`config.mk`:
```
export PLATFORM = sky130hd
export DESIGN_NAME = one_wire_request_reply_master_top
export DESIGN_NICKNAME = d
export VERILOG_FILES = /design/src/design/owrr_pkg.sv /design/src/design/owrr_seq.sv /design/src/design/one_wire_request_reply_master_top.sv
export VERILOG_INCLUDE_DIRS = /design/src /design/src/design
export SDC_FILE = /design/constraint.sdc
export NUM_CORES = 1
export LEC_CHECK = 0
export ABC_AREA = 1
export BUFFER_PORTS_ARGS = -buffer_cell sky130_fd_sc_hd__buf_2
export CAP_MARGIN = 20
export CORE_MARGIN = 2
export CORE_UTILIZATION = 30
export CTS_CLUSTER_DIAMETER = 150
export CTS_CLUSTER_SIZE = 14
export DETAILED_ROUTE_END_ITERATION = 12
export GPL_TIMING_DRIVEN = 0
export SLEW_MARGIN = 25
export SYNTH_ARGS = -nofsm -noshare
export SYNTH_HDL_FRONTEND = slang
export SYNTH_HIERARCHICAL = 1
export SYNTH_SLANG_ARGS = --single-unit
```
`constraint.sdc`:
```
create_clock -name clock -period 1.6 [get_ports clock]
set_input_delay 0.24 -clock clock [delete_from_list [all_inputs] [get_ports clock]]
set_output_delay 0.24 -clock clock [all_outputs]
set_load 0.02 [all_outputs]
```
`src/design/assert_macros.svh`:
```
// ----------------------------------------------------------------------------
// assertion macros
// shared concurrent assertion forms, clocked on the rising edge with a
// synchronous active-high reset as the disable condition
// ----------------------------------------------------------------------------
`ifndef ASSERT_MACROS_SVH
`define ASSERT_MACROS_SVH

// consequent must hold in the same cycle as the antecedent
`define OWRR_ASSERT_NOW(name, clk, rst, ante, cons, msg) \
   name: assert property (@(posedge clk) disable iff (rst) (ante) |-> (cons)) \
      else $error(msg);

// consequent must hold in the cycle after the antecedent
`define OWRR_ASSERT_NEXT(name, clk, rst, ante, cons, msg) \
   name: assert property (@(posedge clk) disable iff (rst) (ante) |=> (cons)) \
      else $error(msg);

`endif

```
`src/design/owrr_pkg.sv`:
```
// ----------------------------------------------------------------------------
// owrr_pkg
// shared types, constants and the request crc for the one-wire
// request/reply master
// ----------------------------------------------------------------------------
package owrr_pkg;

   // default frame lengths
   localparam int REQUEST_BITS_DEF = 16;
   localparam int REPLY_BITS_DEF   = 32;

   // tick counter width, holds up to 63
   localparam int CNT_W = 6;

   // fixed field widths
   localparam int BYTE_W  = 8;
   localparam int SHIFT_W = 32;

   // crc-8, msb first, no reflection, no final xor
   localparam logic [BYTE_W-1:0] CRC_INIT = 8'hAC;
   localparam logic [BYTE_W-1:0] CRC_POLY = 8'h07;

   // lengths of the fixed phases, in ticks
   localparam logic [CNT_W-1:0] START_TICKS = 6'd1;
   localparam logic [CNT_W-1:0] WAIT_TICKS  = 6'd2;
   localparam logic [CNT_W-1:0] STOP_TICKS  = 6'd2;

   // tick count at which the line is released during the wait phase
   localparam logic [CNT_W-1:0] RELEASE_AT = 6'd1;

   // item opcodes
   localparam logic OP_START = 1'b0;
   localparam logic OP_TICK  = 1'b1;

   typedef struct packed {
      logic              opcode;
      logic [BYTE_W-1:0] request_byte;
      logic              line_sample;
   } item_type;

   typedef struct packed {
      logic               line_level;
      logic               line_output_enable;
      logic               busy_res;
      logic               reply_valid;
      logic [SHIFT_W-1:0] reply_data;
   } result_type;

   function automatic logic [BYTE_W-1:0] crc8_of_byte(input logic [BYTE_W-1:0] b);
      logic [BYTE_W-1:0] c;
      c = CRC_INIT ^ b;
      for (int i = 0; i < BYTE_W; i++) begin
         if (c[BYTE_W-1]) begin
            c = {c[BYTE_W-2:0], 1'b0} ^ CRC_POLY;
         end else begin
            c = {c[BYTE_W-2:0], 1'b0};
         end
      end
      return c;
   endfunction

endpackage

```
`src/design/owrr_seq.sv`:
```
// ----------------------------------------------------------------------------
// owrr_seq
// exchange sequencer: applies one item to the phase state and registers
// the matching result
// ----------------------------------------------------------------------------
module owrr_seq #(
   parameter int REQUEST_BITS = owrr_pkg::REQUEST_BITS_DEF,
   parameter int REPLY_BITS   = owrr_pkg::REPLY_BITS_DEF
) (
   input  logic                   clock,
   input  logic                   reset,
   input  logic                   step_en,
   input  owrr_pkg::item_type     item,
   output owrr_pkg::result_type   result
);

   localparam logic [owrr_pkg::CNT_W-1:0] REQ_COUNT = owrr_pkg::CNT_W'(REQUEST_BITS);
   localparam logic [owrr_pkg::CNT_W-1:0] RPL_COUNT = owrr_pkg::CNT_W'(REPLY_BITS);

   typedef enum logic [2:0] {
      PH_IDLE     = 3'd0,
      PH_START    = 3'd1,
      PH_REQUEST  = 3'd2,
      PH_WAITING  = 3'd3,
      PH_RESPONSE = 3'd4,
      PH_STOPPING = 3'd5
   } phase_type;

   phase_type                         phase_ff, phase_in;
   logic [owrr_pkg::CNT_W-1:0]        tick_ff, tick_in, tick_dec;
   logic [owrr_pkg::SHIFT_W-1:0]      shift_ff, shift_in, shift_rx;
   logic                              level_ff, level_in;
   logic                              enable_ff, enable_in;
   logic                              valid_in;
   logic [owrr_pkg::SHIFT_W-1:0]      data_in;
   owrr_pkg::result_type              result_ff, result_in;

   assign tick_dec = tick_ff - owrr_pkg::CNT_W'(1);
   assign shift_rx = {shift_ff[owrr_pkg::SHIFT_W-2:0], item.line_sample};

   always_comb begin
      phase_in  = phase_ff;
      tick_in   = tick_ff;
      shift_in  = shift_ff;
      level_in  = level_ff;
      enable_in = enable_ff;
      valid_in  = 1'b0;
      data_in   = '0;
      if (item.opcode == owrr_pkg::OP_START) begin
         phase_in  = PH_START;
         shift_in  = {item.request_byte, owrr_pkg::crc8_of_byte(item.request_byte),
                      {(owrr_pkg::SHIFT_W - 2*owrr_pkg::BYTE_W){1'b0}}};
         tick_in   = owrr_pkg::START_TICKS;
         enable_in = 1'b1;
         level_in  = 1'b0;
      end else begin
         tick_in = tick_dec;
         unique case (phase_ff)
            PH_START: begin
               if (tick_dec == '0) begin
                  tick_in  = REQ_COUNT;
                  phase_in = PH_REQUEST;
               end
            end
            PH_REQUEST: begin
               // msb goes out first
               level_in = shift_ff[owrr_pkg::SHIFT_W-1];
               shift_in = {shift_ff[owrr_pkg::SHIFT_W-2:0], 1'b0};
               if (tick_dec == '0) begin
                  tick_in  = owrr_pkg::WAIT_TICKS;
                  phase_in = PH_WAITING;
               end
            end
            PH_WAITING: begin
               if (tick_dec == '0) begin
                  tick_in  = RPL_COUNT;
                  phase_in = PH_RESPONSE;
               end
               // release the line one tick before the reply starts
               if (tick_dec == owrr_pkg::RELEASE_AT) begin
                  enable_in = 1'b0;
                  level_in  = 1'b1;
               end
            end
            PH_RESPONSE: begin
               shift_in = shift_rx;
               if (tick_dec == '0) begin
                  tick_in   = owrr_pkg::STOP_TICKS;
                  phase_in  = PH_STOPPING;
                  level_in  = 1'b1;
                  enable_in = 1'b1;
                  valid_in  = 1'b1;
                  data_in   = shift_rx;
               end
            end
            PH_STOPPING: begin
               if (tick_dec == '0) begin
                  phase_in = PH_IDLE;
               end
            end
            default: begin
            end
         endcase
      end
      result_in.line_level         = level_in;
      result_in.line_output_enable = enable_in;
      result_in.busy_res           = (phase_in != PH_IDLE);
      result_in.reply_valid        = valid_in;
      result_in.reply_data         = data_in;
   end

   always_ff @(posedge clock) begin
      if (reset) begin
         phase_ff  <= PH_IDLE;
         tick_ff   <= '0;
         shift_ff  <= '0;
         level_ff  <= 1'b1;
         enable_ff <= 1'b1;
         result_ff <= '0;
      end else if (step_en) begin
         phase_ff  <= phase_in;
         tick_ff   <= tick_in;
         shift_ff  <= shift_in;
         level_ff  <= level_in;
         enable_ff <= enable_in;
         result_ff <= result_in;
      end
   end

   assign result = result_ff;

endmodule

```
`src/design/one_wire_request_reply_master_top.sv`:
```
// ----------------------------------------------------------------------------
// one_wire_request_reply_master_top
// master for a single-line request/reply exchange stepped by timer ticks
// ----------------------------------------------------------------------------
// Each request word is either a start (request byte in) or one timer tick.
// A start computes the crc-8 of the request byte (poly 0x07, init 0xAC),
// loads byte and crc into the shift register and drives the line low; later
// ticks run one start tick, the request bits msb first, two wait ticks (the
// line is released on the first), the reply bits sampled msb first, and two
// stop ticks. A start always restarts the exchange. Every request word gives
// exactly one response word showing the line controls and busy flag after
// that step; reply_valid marks the word holding the complete reply, and
// reply_data is zero otherwise. Throughput is one word per clock: the whole
// step is a small next-state cone between the sequencer state and a single
// response register, and a new word is taken whenever that register is empty
// or being read in the same cycle. rsp_valid rises in the cycle after
// acceptance.
// ----------------------------------------------------------------------------
`include "assert_macros.svh"

module one_wire_request_reply_master_top #(
   parameter int REQUEST_BITS = owrr_pkg::REQUEST_BITS_DEF,
   parameter int REPLY_BITS   = owrr_pkg::REPLY_BITS_DEF
) (
   input  logic                              clock,
   input  logic                              reset,
   // request channel
   input  logic                              req_valid,
   output logic                              req_ready,
   input  logic                              req_opcode,
   input  logic [owrr_pkg::BYTE_W-1:0]       req_request_byte,
   input  logic                              req_line_sample,
   // response channel
   output logic                              rsp_valid,
   input  logic                              rsp_ready,
   output logic                              rsp_line_level,
   output logic                              rsp_line_output_enable,
   output logic                              rsp_busy_res,
   output logic                              rsp_reply_valid,
   output logic [owrr_pkg::SHIFT_W-1:0]      rsp_reply_data
);

   logic                  rsp_valid_ff, rsp_valid_in;
   logic                  req_accept;
   owrr_pkg::item_type    item;
   owrr_pkg::result_type  result;

   // take a word when the response slot is free or drains this cycle
   assign req_ready  = !rsp_valid_ff || rsp_ready;
   assign req_accept = req_valid && req_ready;

   assign item.opcode       = req_opcode;
   assign item.request_byte = req_request_byte;
   assign item.line_sample  = req_line_sample;

   // sequencer state plus the response payload register
   owrr_seq #(
      .REQUEST_BITS (REQUEST_BITS),
      .REPLY_BITS   (REPLY_BITS)
   ) u_seq (
      .clock   (clock),
      .reset   (reset),
      .step_en (req_accept),
      .item    (item),
      .result  (result)
   );

   // response slot occupancy
   always_comb begin
      rsp_valid_in = rsp_valid_ff;
      if (req_accept) begin
         rsp_valid_in = 1'b1;
      end else if (rsp_ready) begin
         rsp_valid_in = 1'b0;
      end
   end

   always_ff @(posedge clock) begin
      if (reset) begin
         rsp_valid_ff <= 1'b0;
      end else begin
         rsp_valid_ff <= rsp_valid_in;
      end
   end

   assign rsp_valid              = rsp_valid_ff;
   assign rsp_line_level         = result.line_level;
   assign rsp_line_output_enable = result.line_output_enable;
   assign rsp_busy_res           = result.busy_res;
   assign rsp_reply_valid        = result.reply_valid;
   assign rsp_reply_data         = result.reply_data;

   // a start word always leaves the line driven low and the block busy
   `OWRR_ASSERT_NEXT(a_start_drives_low, clock, reset, req_accept && req_opcode == owrr_pkg::OP_START, rsp_valid && rsp_busy_res && rsp_line_output_enable && !rsp_line_level, "start did not drive the line low")
   // the complete reply comes with the line driven high again
   `OWRR_ASSERT_NOW(a_reply_line_high, clock, reset, rsp_valid && rsp_reply_valid, rsp_busy_res && rsp_line_output_enable && rsp_line_level, "reply without line driven high")
   // reply data is zero outside a valid reply
   `OWRR_ASSERT_NOW(a_data_zero, clock, reset, rsp_valid && !rsp_reply_valid, rsp_reply_data == '0, "reply data nonzero without reply")
   // a released line always carries the high pull level
   `OWRR_ASSERT_NOW(a_release_high, clock, reset, rsp_valid && !rsp_line_output_enable, rsp_line_level && rsp_busy_res, "released line not high")

endmodule

```
==> impl_metrics.ini, run 1 <==
[outcome]
status = finished with violations
violations = setup timing

[cts]
h-tree-depth = 3
cts_tree = built
cts.sinks = 80
cts_hold_buffers = 0
clk_pin_slew_ns = 0.06
cts_made_buffers = 9
cts.path.max_buffers = 2
clk_latency_ns = 0.34
clockRootBuffer = clkbuf_16

[die]
num_rows = 39
die_width_um = 112
core_area_um2 = 11400
start_util_pct = 30.8
io_pins = 52
die_area_um2 = 12600
die_y_um = 112

[worst_setup_path]
rr_endpoint = u_seq/phase_ff[2]$_SDFFE_PP0P_
startpoint = u_seq/tick_ff[1]$_SDFFE_PP0P_
end_kind = flip-flop
critPathLaunchType = flip-flop
r2r-start = u_seq/tick_ff[1]$_SDFFE_PP0P_
cp.arrival_ns = 2.05
critPathKind = reg -> reg
cp.required_ns = 1.87
critPathMaxFanout = 4
regToRegSetupSlack_ns = -0.18
reg2reg_depth = 10
worstSetupEndpoint = u_seq/phase_ff[2]$_SDFFE_PP0P_

[drt]
via_per_inst = 4.78
drt-total-wl_um = 9330
vias = 3334
ant_nets = 0
drc = 0
wl_per_cell_um = 13.4
firstDrtPassIters = 5
drt-initial-drc-count = 189

[sta]
period_needed_ns = 1.78
worstMarginPinSlew_ns = 0.767
fmax_ghz = 0.561
worst_slack_ns = -0.183
finalSetupTns_ns = -4.36
slew_headroom_pct = 48.9
holdWs_ns = 0.0885
finalHoldViolations = 0
slew_viol_final = 0
fin_crit_sh_pct = 111
skew_ns = 0.00845
finalSetupViolations = 41
rsz0062_at_grt = true

[flow_run]
cap_violations = 0

[global_route]
grt_overflow_total = 0
grt_pass1_vias = 3123
grt_pass1_wl_um = 15200
antenna_found_initial = 0
grt_max_degree = 14
grt_usage_pct = 15.0

[power]
vdd_ir_drop_max_mv = 0.776
p_per_area_nw_per_um2 = 1110
finalPower_uw = 5090
p_leak_uw = 0.00186

[yosys]
async_flop_share_pct = 0
yosysMostFrequentCell = nand2_1
synthTopCellsByArea = dfxtp_1 46%, nand2_1 17%, a21oi_1 9.0%
ys.warnings.count = 6
synth_seq_cells = 80
syn_inst = 477
ys_types = 31
syn-num-nets = 494
synthFlopType = dfxtp_1
yosys.area.top_type = dfxtp_1
syn_area_per_cell_um2 = 7.38
synth_edf_count = 0
syn_area_um2 = 3520
ys_top_cells_by_count = 157 x nand2_1, 80 x dfxtp_1, 63 x a21oi_1
synth_seq_area_share_pct = 45.5
synth_top_area_share_pct = 45.5

[finish]
drive_gt1_share_pct = 28.5
seqCellArea_um2 = 1610
diodes = 0
multiInputGateArea_um2 = 1820
fillCellCount = 1228
fin_nets = 567
stdcell_area_um2 = 4580
synthToLayoutAreaGrowth_pct = 30.0
fin_util_pct = 40.1

[min_path]
hp-start = reset
min_path_cells = 2
min_path_type = in -> reg

[placement]
placed_cell_area_um2 = 3980
io_buffers = 51
detailed_place_hpwl_um = 6370
gp_congestion = 0.891
[timing repair]
item,in CTS,in global routing
buffers inserted,8,3
pin swaps,9,10
resized for setup,25,33
endpoints found under the setup margin,72,75
[worst min-delay path by stage]
| stage | endpoint | slack (ns) |
|---|---|---|
| after floorplan | rsp_valid$_SDFFE_PP0P_ | 0.30 |
| after global placement | rsp_valid$_SDFFE_PP0P_ | 0.42 |
| after detailed placement | rsp_valid$_SDFFE_PP0P_ | 0.43 |
| after CTS | rsp_valid$_SDFFE_PP0P_ | 0.07 |
| after global routing | rsp_valid$_SDFFE_PP0P_ | 0.08 |
| final | rsp_valid$_SDFFE_PP0P_ | 0.09 |
[per-layer routing]
metal,part of all wire (%),track usage (%),wire length (um)
met5,0,0,0
met4,1.3,5.69,123
met3,6.4,4.97,597
met2,46,23.1,4320
met1,46,19.7,4290
[layout make-up]
cell class	count	area share, %
inverters	30	2.60
clock inverters	5	2.27
repair buffers	62	7.55
flip-flops and latches	80	35.2
plain buffers	25	3.36
clock buffers	11	5.30
multi-input cells	342	39.8
well taps	143	3.91
[per-stage QoR]
| stage | std cells | worst slack (ns) |
|---|---|---|
| final | 698 | -0.183 |
| after global placement | 671 | -0.466 |
| after global routing | 698 | -0.300 |
| after detailed placement | 671 | -0.467 |
| after floorplan | 477 | -0.0394 |
| after CTS | 695 | -0.126 |
[power breakdown]
part           total [uW]  internal (uW)  leakage [uW]  switching (uW)
Sequential           2110           2050      0.000653            55.8
Combinational         586            210       0.00104             376
Clock                2400           1570      0.000170             828
[critical path: stages (launching register included)]
cell	delay (ns)
dfxtp_4	0.39
inv_4	0.05
ha_4	0.17
xnor2_4	0.15
nand3_2	0.13
nor2_4	0.17
buf_6	0.12
nand2_4	0.06
o21bai_1	0.18
nand3_2	0.13
a21oi_2	0.17
[cell families after synthesis]
logic type	count (synthesis)	share of synthesized area [%]
adder cells (fa/ha/maj)	3	1.07
flip-flops	80	45.5
XOR/XNOR	6	1.71
buffers and inverters	55	6.72
AND/OR/NAND/NOR	217	26.5
AO/OA/AOI/OAI	116	18.5
[layout by cell type, fill, tap and decap left out, types with 2 or more instances in the layout]
master	instances
a31oi_1	10
nor2_4	5
buf_2	52
xnor2_1	2
inv_2	3
ha_1	2
nand3_2	3
a21oi_2	19
dfxtp_1	74
o21ai_1	4
buf_4	14
nand2_1	151
nand3_1	11
clkinv_2	2
nor2_8	2
nand2_2	17
clkbuf_16	9
o21ai_0	21
buf_6	4
dfxtp_2	5
inv_1	24
clkbuf_1	14
nor2_1	18
xor2_1	3
nand4_1	3
bufinv_16	3
clkbuf_4	2
a21oi_1	53
inv_4	2
a211oi_1	2
nor2_2	4
o211ai_1	2
[registers in the layout (all words and copies together), names as in the netlist]
name,count
rsp_valid,1
u_seq/enable_ff,1
u_seq/level_ff,1
u_seq/phase_ff,3
u_seq/result,36
u_seq/shift_ff,32
u_seq/tick_ff,6
(Power assumes the default switching activity.)
==> run 2: changes to the inputs <==
--- a/config.mk
+++ b/config.mk
@@ -15,6 +15,7 @@
 export CTS_CLUSTER_SIZE = 14
 export DETAILED_ROUTE_END_ITERATION = 12
 export GPL_TIMING_DRIVEN = 0
+export SETUP_SLACK_MARGIN = 0.2
 export SLEW_MARGIN = 25
 export SYNTH_ARGS = -nofsm -noshare
 export SYNTH_HDL_FRONTEND = slang
==> impl_metrics.ini, run 2 (same netlist as run 1, synthesis figures left out) <==
[outcome]
status = finished with violations
violations = setup timing

[global_route]
grt_usage_pct = 15.3
grt_pass1_vias = 3216
grt_pass1_wl_um = 15500
grt_overflow_total = 0
antenna_found_initial = 0
grt_max_degree = 17

[drt]
wl_per_cell_um = 14.4
via_per_inst = 4.93
firstDrtPassIters = 5
drt-initial-drc-count = 185
ant_nets = 0
vias = 3591
drt-total-wl_um = 10500
drc = 0

[cts]
cts.path.max_buffers = 2
h-tree-depth = 3
cts.sinks = 80
cts_made_buffers = 9
cts_tree = built
clk_pin_slew_ns = 0.07
clockRootBuffer = clkbuf_16
clk_latency_ns = 0.34
cts_hold_buffers = 0

[power]
p_sw_share_pct = 28.8
p_per_area_nw_per_um2 = 945
p_int_uw = 3460
power.share.sequential_pct = 43.4
finalPower_uw = 4860
p_leak_uw = 0.00212
p_clk_share_pct = 40.8
p_comb_share_pct = 15.8
vdd_ir_drop_max_mv = 0.665
p_switching_uw = 1400

[finish]
multiInputGateArea_um2 = 2070
final_cell_mix = 130 x nand2_1, 73 x dfxtp_1, 51 x buf_2
largest_reg_flops = 36
fin_nets = 597
layout_commonest_cell = nand2_1
seqCellArea_um2 = 1620
synthToLayoutAreaGrowth_pct = 46.0
diodes = 0
fillCellCount = 1124
drive_gt1_share_pct = 41.0

[sta]
fin_crit_sh_pct = 113
finalSetupTns_ns = -5.04
slew_viol_final = 0
worstMarginPinSlew_ns = 0.757
skew_ns = 0.00838
fmax_ghz = 0.554
finalSetupViolations = 42
worst_slack_ns = -0.206
rsz0062_at_grt = true
finalHoldViolations = 0
slew_headroom_pct = 49.5
period_needed_ns = 1.81

[worst_setup_path]
critPathMaxFanout = 3
crit_chain = inv_4 > ha_4 > xnor2_4 > nand3_2 > buf_4 > buf_4 > nor2_4 > nand3_1 > nand2_1 > nand2_1 > nand2_2 > a21oi_2
crit_buf_inv = 3
cpMaxStageDelayCell = dfxtp_4
cp.required_ns = 1.79
critPathLaunchType = flip-flop
critPathKind = reg -> reg
cp.arrival_ns = 2.00
critPathMaxStageDelay_ns = 0.38
regToRegSetupSlack_ns = -0.21
crit_family = simple AND/OR/NAND/NOR gates
end_kind = flip-flop

[die]
num_rows = 39
start_util_pct = 30.8
die_y_um = 112
core_area_um2 = 11400
die_width_um = 112
io_pins = 52
die_area_um2 = 12600

[placement]
io_buffers = 51
detailed_place_hpwl_um = 6520
gp_congestion = 0.866

[min_path]
min_path_type = in -> reg

[flow_run]
cap_violations = 0
==> run 2: worst paths after layout <==
kind,from,endpoint,depth (start not counted)
worst max-delay path,u_seq/tick_ff[1]$_SDFFE_PP0P_,u_seq/result[34]$_SDFFE_PP0P_,12
worst max register to register,u_seq/tick_ff[1]$_SDFFE_PP0P_,u_seq/result[34]$_SDFFE_PP0P_,12
worst min-delay path,rsp_ready,rsp_valid$_SDFFE_PP0P_,4
worst min register to register,u_seq/result[18]$_SDFFE_PP0P_,u_seq/result[18]$_SDFFE_PP0P_,2
==> run 2: timing repair <==
| action | CTS | global route |
|---|---|---|
| endpoints found under the setup margin | 79 | 78 |
| pin swaps | 14 | 24 |
| hold endpoints to repair | 0 | 0 |
| buffers inserted | 18 | 16 |
| cloned | 2 | 6 |
| resized for setup | 43 | 112 |
==> run 2: power by group through the flow <==
stage	clock [uW]	sequential, uW	combinational, uW
floorplan	0	2150	359
global placement	0	2140	493
detailed placement	0	2150	497
CTS	2030	2100	593
global route	2110	2110	830
finish	1980	2110	770
==> run 2: area by class of cell <==
type	instances	share of cell area, %
buffer	24	3.77
tap	143	3.48
clock inverter	7	1.22
inverter	30	2.31
sequential	80	31.5
timing repair buffer	93	13.1
clock buffer	9	4.38
multi-input combinational	342	40.2
==> run 2: tightest hold or removal path, stage by stage <==
cell     delay (ns)
buf_2          0.08
inv_2          0.04
nand2_2        0.06
a21oi_2        0.05
==> run 2: per-layer routing <==
metal	wire length, um	part of all wire (%)	global-route usage (%)	vias up
met3	630	6.0	3.83	7
met1	4680	45	20.0	1701
met2	5070	48	24.7	113
met4	109	1.0	4.96	0
met5	0	0	0	-
li1	-	-	-	1770
==> run 2: metrics by stage <==
step | cell area, um2 | worst slack [ns] | cells | hold WS, ns | util, %
after floorplan | 3560 | -0.0355 | 477 | 0.302 | -
after global placement | 4000 | -0.228 | 671 | 0.415 | 35.0
after detailed placement | 4000 | -0.250 | 671 | 0.418 | 35.0
after CTS | 4580 | -0.116 | 707 | 0.0597 | 40.1
after global routing | 5140 | -0.273 | 728 | 0.177 | 45.0
final | 5140 | -0.206 | 728 | 0.172 | 45.0
==> run 3: changes to the inputs <==
--- a/config.mk
+++ b/config.mk
@@ -9,12 +9,15 @@
 export ABC_AREA = 1
 export BUFFER_PORTS_ARGS = -buffer_cell sky130_fd_sc_hd__buf_2
 export CAP_MARGIN = 20
+export CELL_PAD_IN_SITES_DETAIL_PLACEMENT = 1
+export CELL_PAD_IN_SITES_GLOBAL_PLACEMENT = 2
 export CORE_MARGIN = 2
-export CORE_UTILIZATION = 30
+export CORE_UTILIZATION = 29
 export CTS_CLUSTER_DIAMETER = 150
 export CTS_CLUSTER_SIZE = 14
 export DETAILED_ROUTE_END_ITERATION = 12
 export GPL_TIMING_DRIVEN = 0
+export PLACE_DENSITY_LB_ADDON = 0.1
 export SETUP_SLACK_MARGIN = 0.2
 export SLEW_MARGIN = 25
 export SYNTH_ARGS = -nofsm -noshare
==> impl_metrics.ini, run 3 (same netlist as run 1, synthesis figures left out) <==
[power]
p_leak_uw = 0.00218
p_per_area_nw_per_um2 = 965
vdd_ir_drop_max_mv = 0.386

[worst_setup_path]
startpoint = u_seq/tick_ff[0]$_SDFFE_PP0P_
crit_chain = clkinv_4 > ha_4 > xnor2_4 > nand3_2 > nor2_4 > nand3_4 > nor2_8 > buf_12 > clkbuf_16 > nand2_2 > a21oi_2
cpMaxStageDelayCell = dfxtp_2
critPathLaunchType = flip-flop
critPathMaxStageDelay_ns = 0.35
end_kind = flip-flop
cp.required_ns = 1.86
r2r-start = u_seq/tick_ff[0]$_SDFFE_PP0P_
critPathKind = reg -> reg
critPathMaxFanout = 5
cp.arrival_ns = 2.09

[drt]
ant_nets = 0
top_layer = met4
drt-initial-drc-count = 131
drt-total-wl_um = 11300
wl_per_cell_um = 15.5
routed-wl-met2_um = 5230
via_per_inst = 4.69
m1WireLength_um = 5670
dr_wl_met3_um = 232
firstDrtPassIters = 4
drc = 0
vias = 3402

[finish]
synthToLayoutAreaGrowth_pct = 45.2
fin_nets = 590
drive_gt1_share_pct = 41.2
diodes = 0
stdcell_count = 725
layout_commonest_cell = nand2_1
fillCellCount = 1435
largest_reg_flops = 36
final_cell_mix = 122 x nand2_1, 74 x dfxtp_1, 51 x buf_2

[cts]
clk_latency_ns = 0.34
cts_tree = built
clk_pin_slew_ns = 0.06
cts.path.max_buffers = 2
cts_made_buffers = 9
cts.sinks = 80
clockRootBuffer = clkbuf_16
h-tree-depth = 3

[sta]
skew_ns = 0.00909
fin_crit_sh_pct = 114
rsz0062_at_grt = true
finalSetupViolations = 42
slew_headroom_pct = 49.8
finalSetupTns_ns = -6.25
period_needed_ns = 1.83
finalHoldViolations = 0
slew_viol_final = 0
worstMarginPinSlew_ns = 0.754
worst_slack_ns = -0.225
fmax_ghz = 0.548

[global_route]
grt_max_degree = 14
grt_pass1_wl_um = 17600
grt_overflow_total = 0
antenna_found_initial = 0
grt_pass1_vias = 3294
grt_usage_pct = 17.5

[die]
num_rows = 40
io_pins = 52
core_area_um2 = 11900
start_util_pct = 29.5
die_y_um = 114
die_width_um = 114
die_area_um2 = 13000

[placement]
detailed_place_hpwl_um = 7800
gp_congestion = 0.757
io_buffers = 51
dp.cells = 675
place_ws_ns = -0.280

[flow_run]
cap_violations = 0

[min_path]
hp-start = reset
min_path_type = in -> reg

[outcome]
status = finished with violations
violations = setup timing
-- run 3: cell types whose count changed in the layout (fill, tap and decap cells not counted), sizes merged --
cell / delta
clkinvlp: +2
buf: -10
bufinv: +1
clkbuf: +6
clkinv: -1
inv: -5
-- run 3: cell type report --
class	count	area, um2	area share, %
Buffer	25	201	3.94
Clock buffer	12	256	5.02
Clock inverter	4	52.6	1.03
Inverter	30	130	2.55
Multi-Input combinational cell	342	2060	40.3
Sequential cell	80	1620	31.7
Tap cell	147	184	3.60
Timing Repair Buffer	85	609	11.9
-- run 3: worst paths after layout --
path	to	slack [ns]	cells past startpoint
max	u_seq/result[5]$_SDFFE_PP0P_	-0.23	11
min	rsp_valid$_SDFFE_PP0P_	0.08	2
max reg2reg	u_seq/result[5]$_SDFFE_PP0P_	-0.23	11
min reg2reg	u_seq/result[13]$_SDFFE_PP0P_	0.46	2
-- run 3: report_power, final --
| part | internal [uW] | switching [uW] | total, uW |
|---|---|---|---|
| sequential | 2050 | 65.8 | 2120 |
| clock | 1290 | 838 | 2130 |
| combinational | 272 | 414 | 686 |
-- run 3: critical path: cells and delay by family, from the launching register on --
family                     cells  cell delay (ns)
AOI/OAI and AO/OA              1             0.11
and+or+nand+nor                5             0.62
xor gates and xnor gates       1             0.15
adders and majority gates      1             0.18
DFF                            1             0.35
buffers and inverters          3             0.34
-- run 3: stage by stage --
stage	total power, uW	util, %	hold slack, ns	instance area (um2)
2_1_floorplan	2510	-	0.302	3560
3_3_place_gp	2660	33.6	0.419	4000
3_5_place_dp	2680	33.6	0.426	4000
4_1_cts	4940	39.4	0.0726	4690
5_1_grt	5170	42.9	0.0738	5110
6_report	4930	42.9	0.0827	5110
-- run 3: what timing repair did --
action / CTS / global route
setup buffers: 19 / 11
gates cloned: 2 / 2
hold buffers: 0 / 0
pin swaps: 18 / 29
endpoints found under the setup margin: 79 / 75
gates resized for setup: 63 / 95
-- run 3: layer usage --
layer | up-vias | global-route usage (%)
li1 | 1747 | -
met1 | 1603 | 24.9
met2 | 42 | 27.0
met3 | 10 | 2.59
met4 | 0 | 5.61
met5 | - | 0
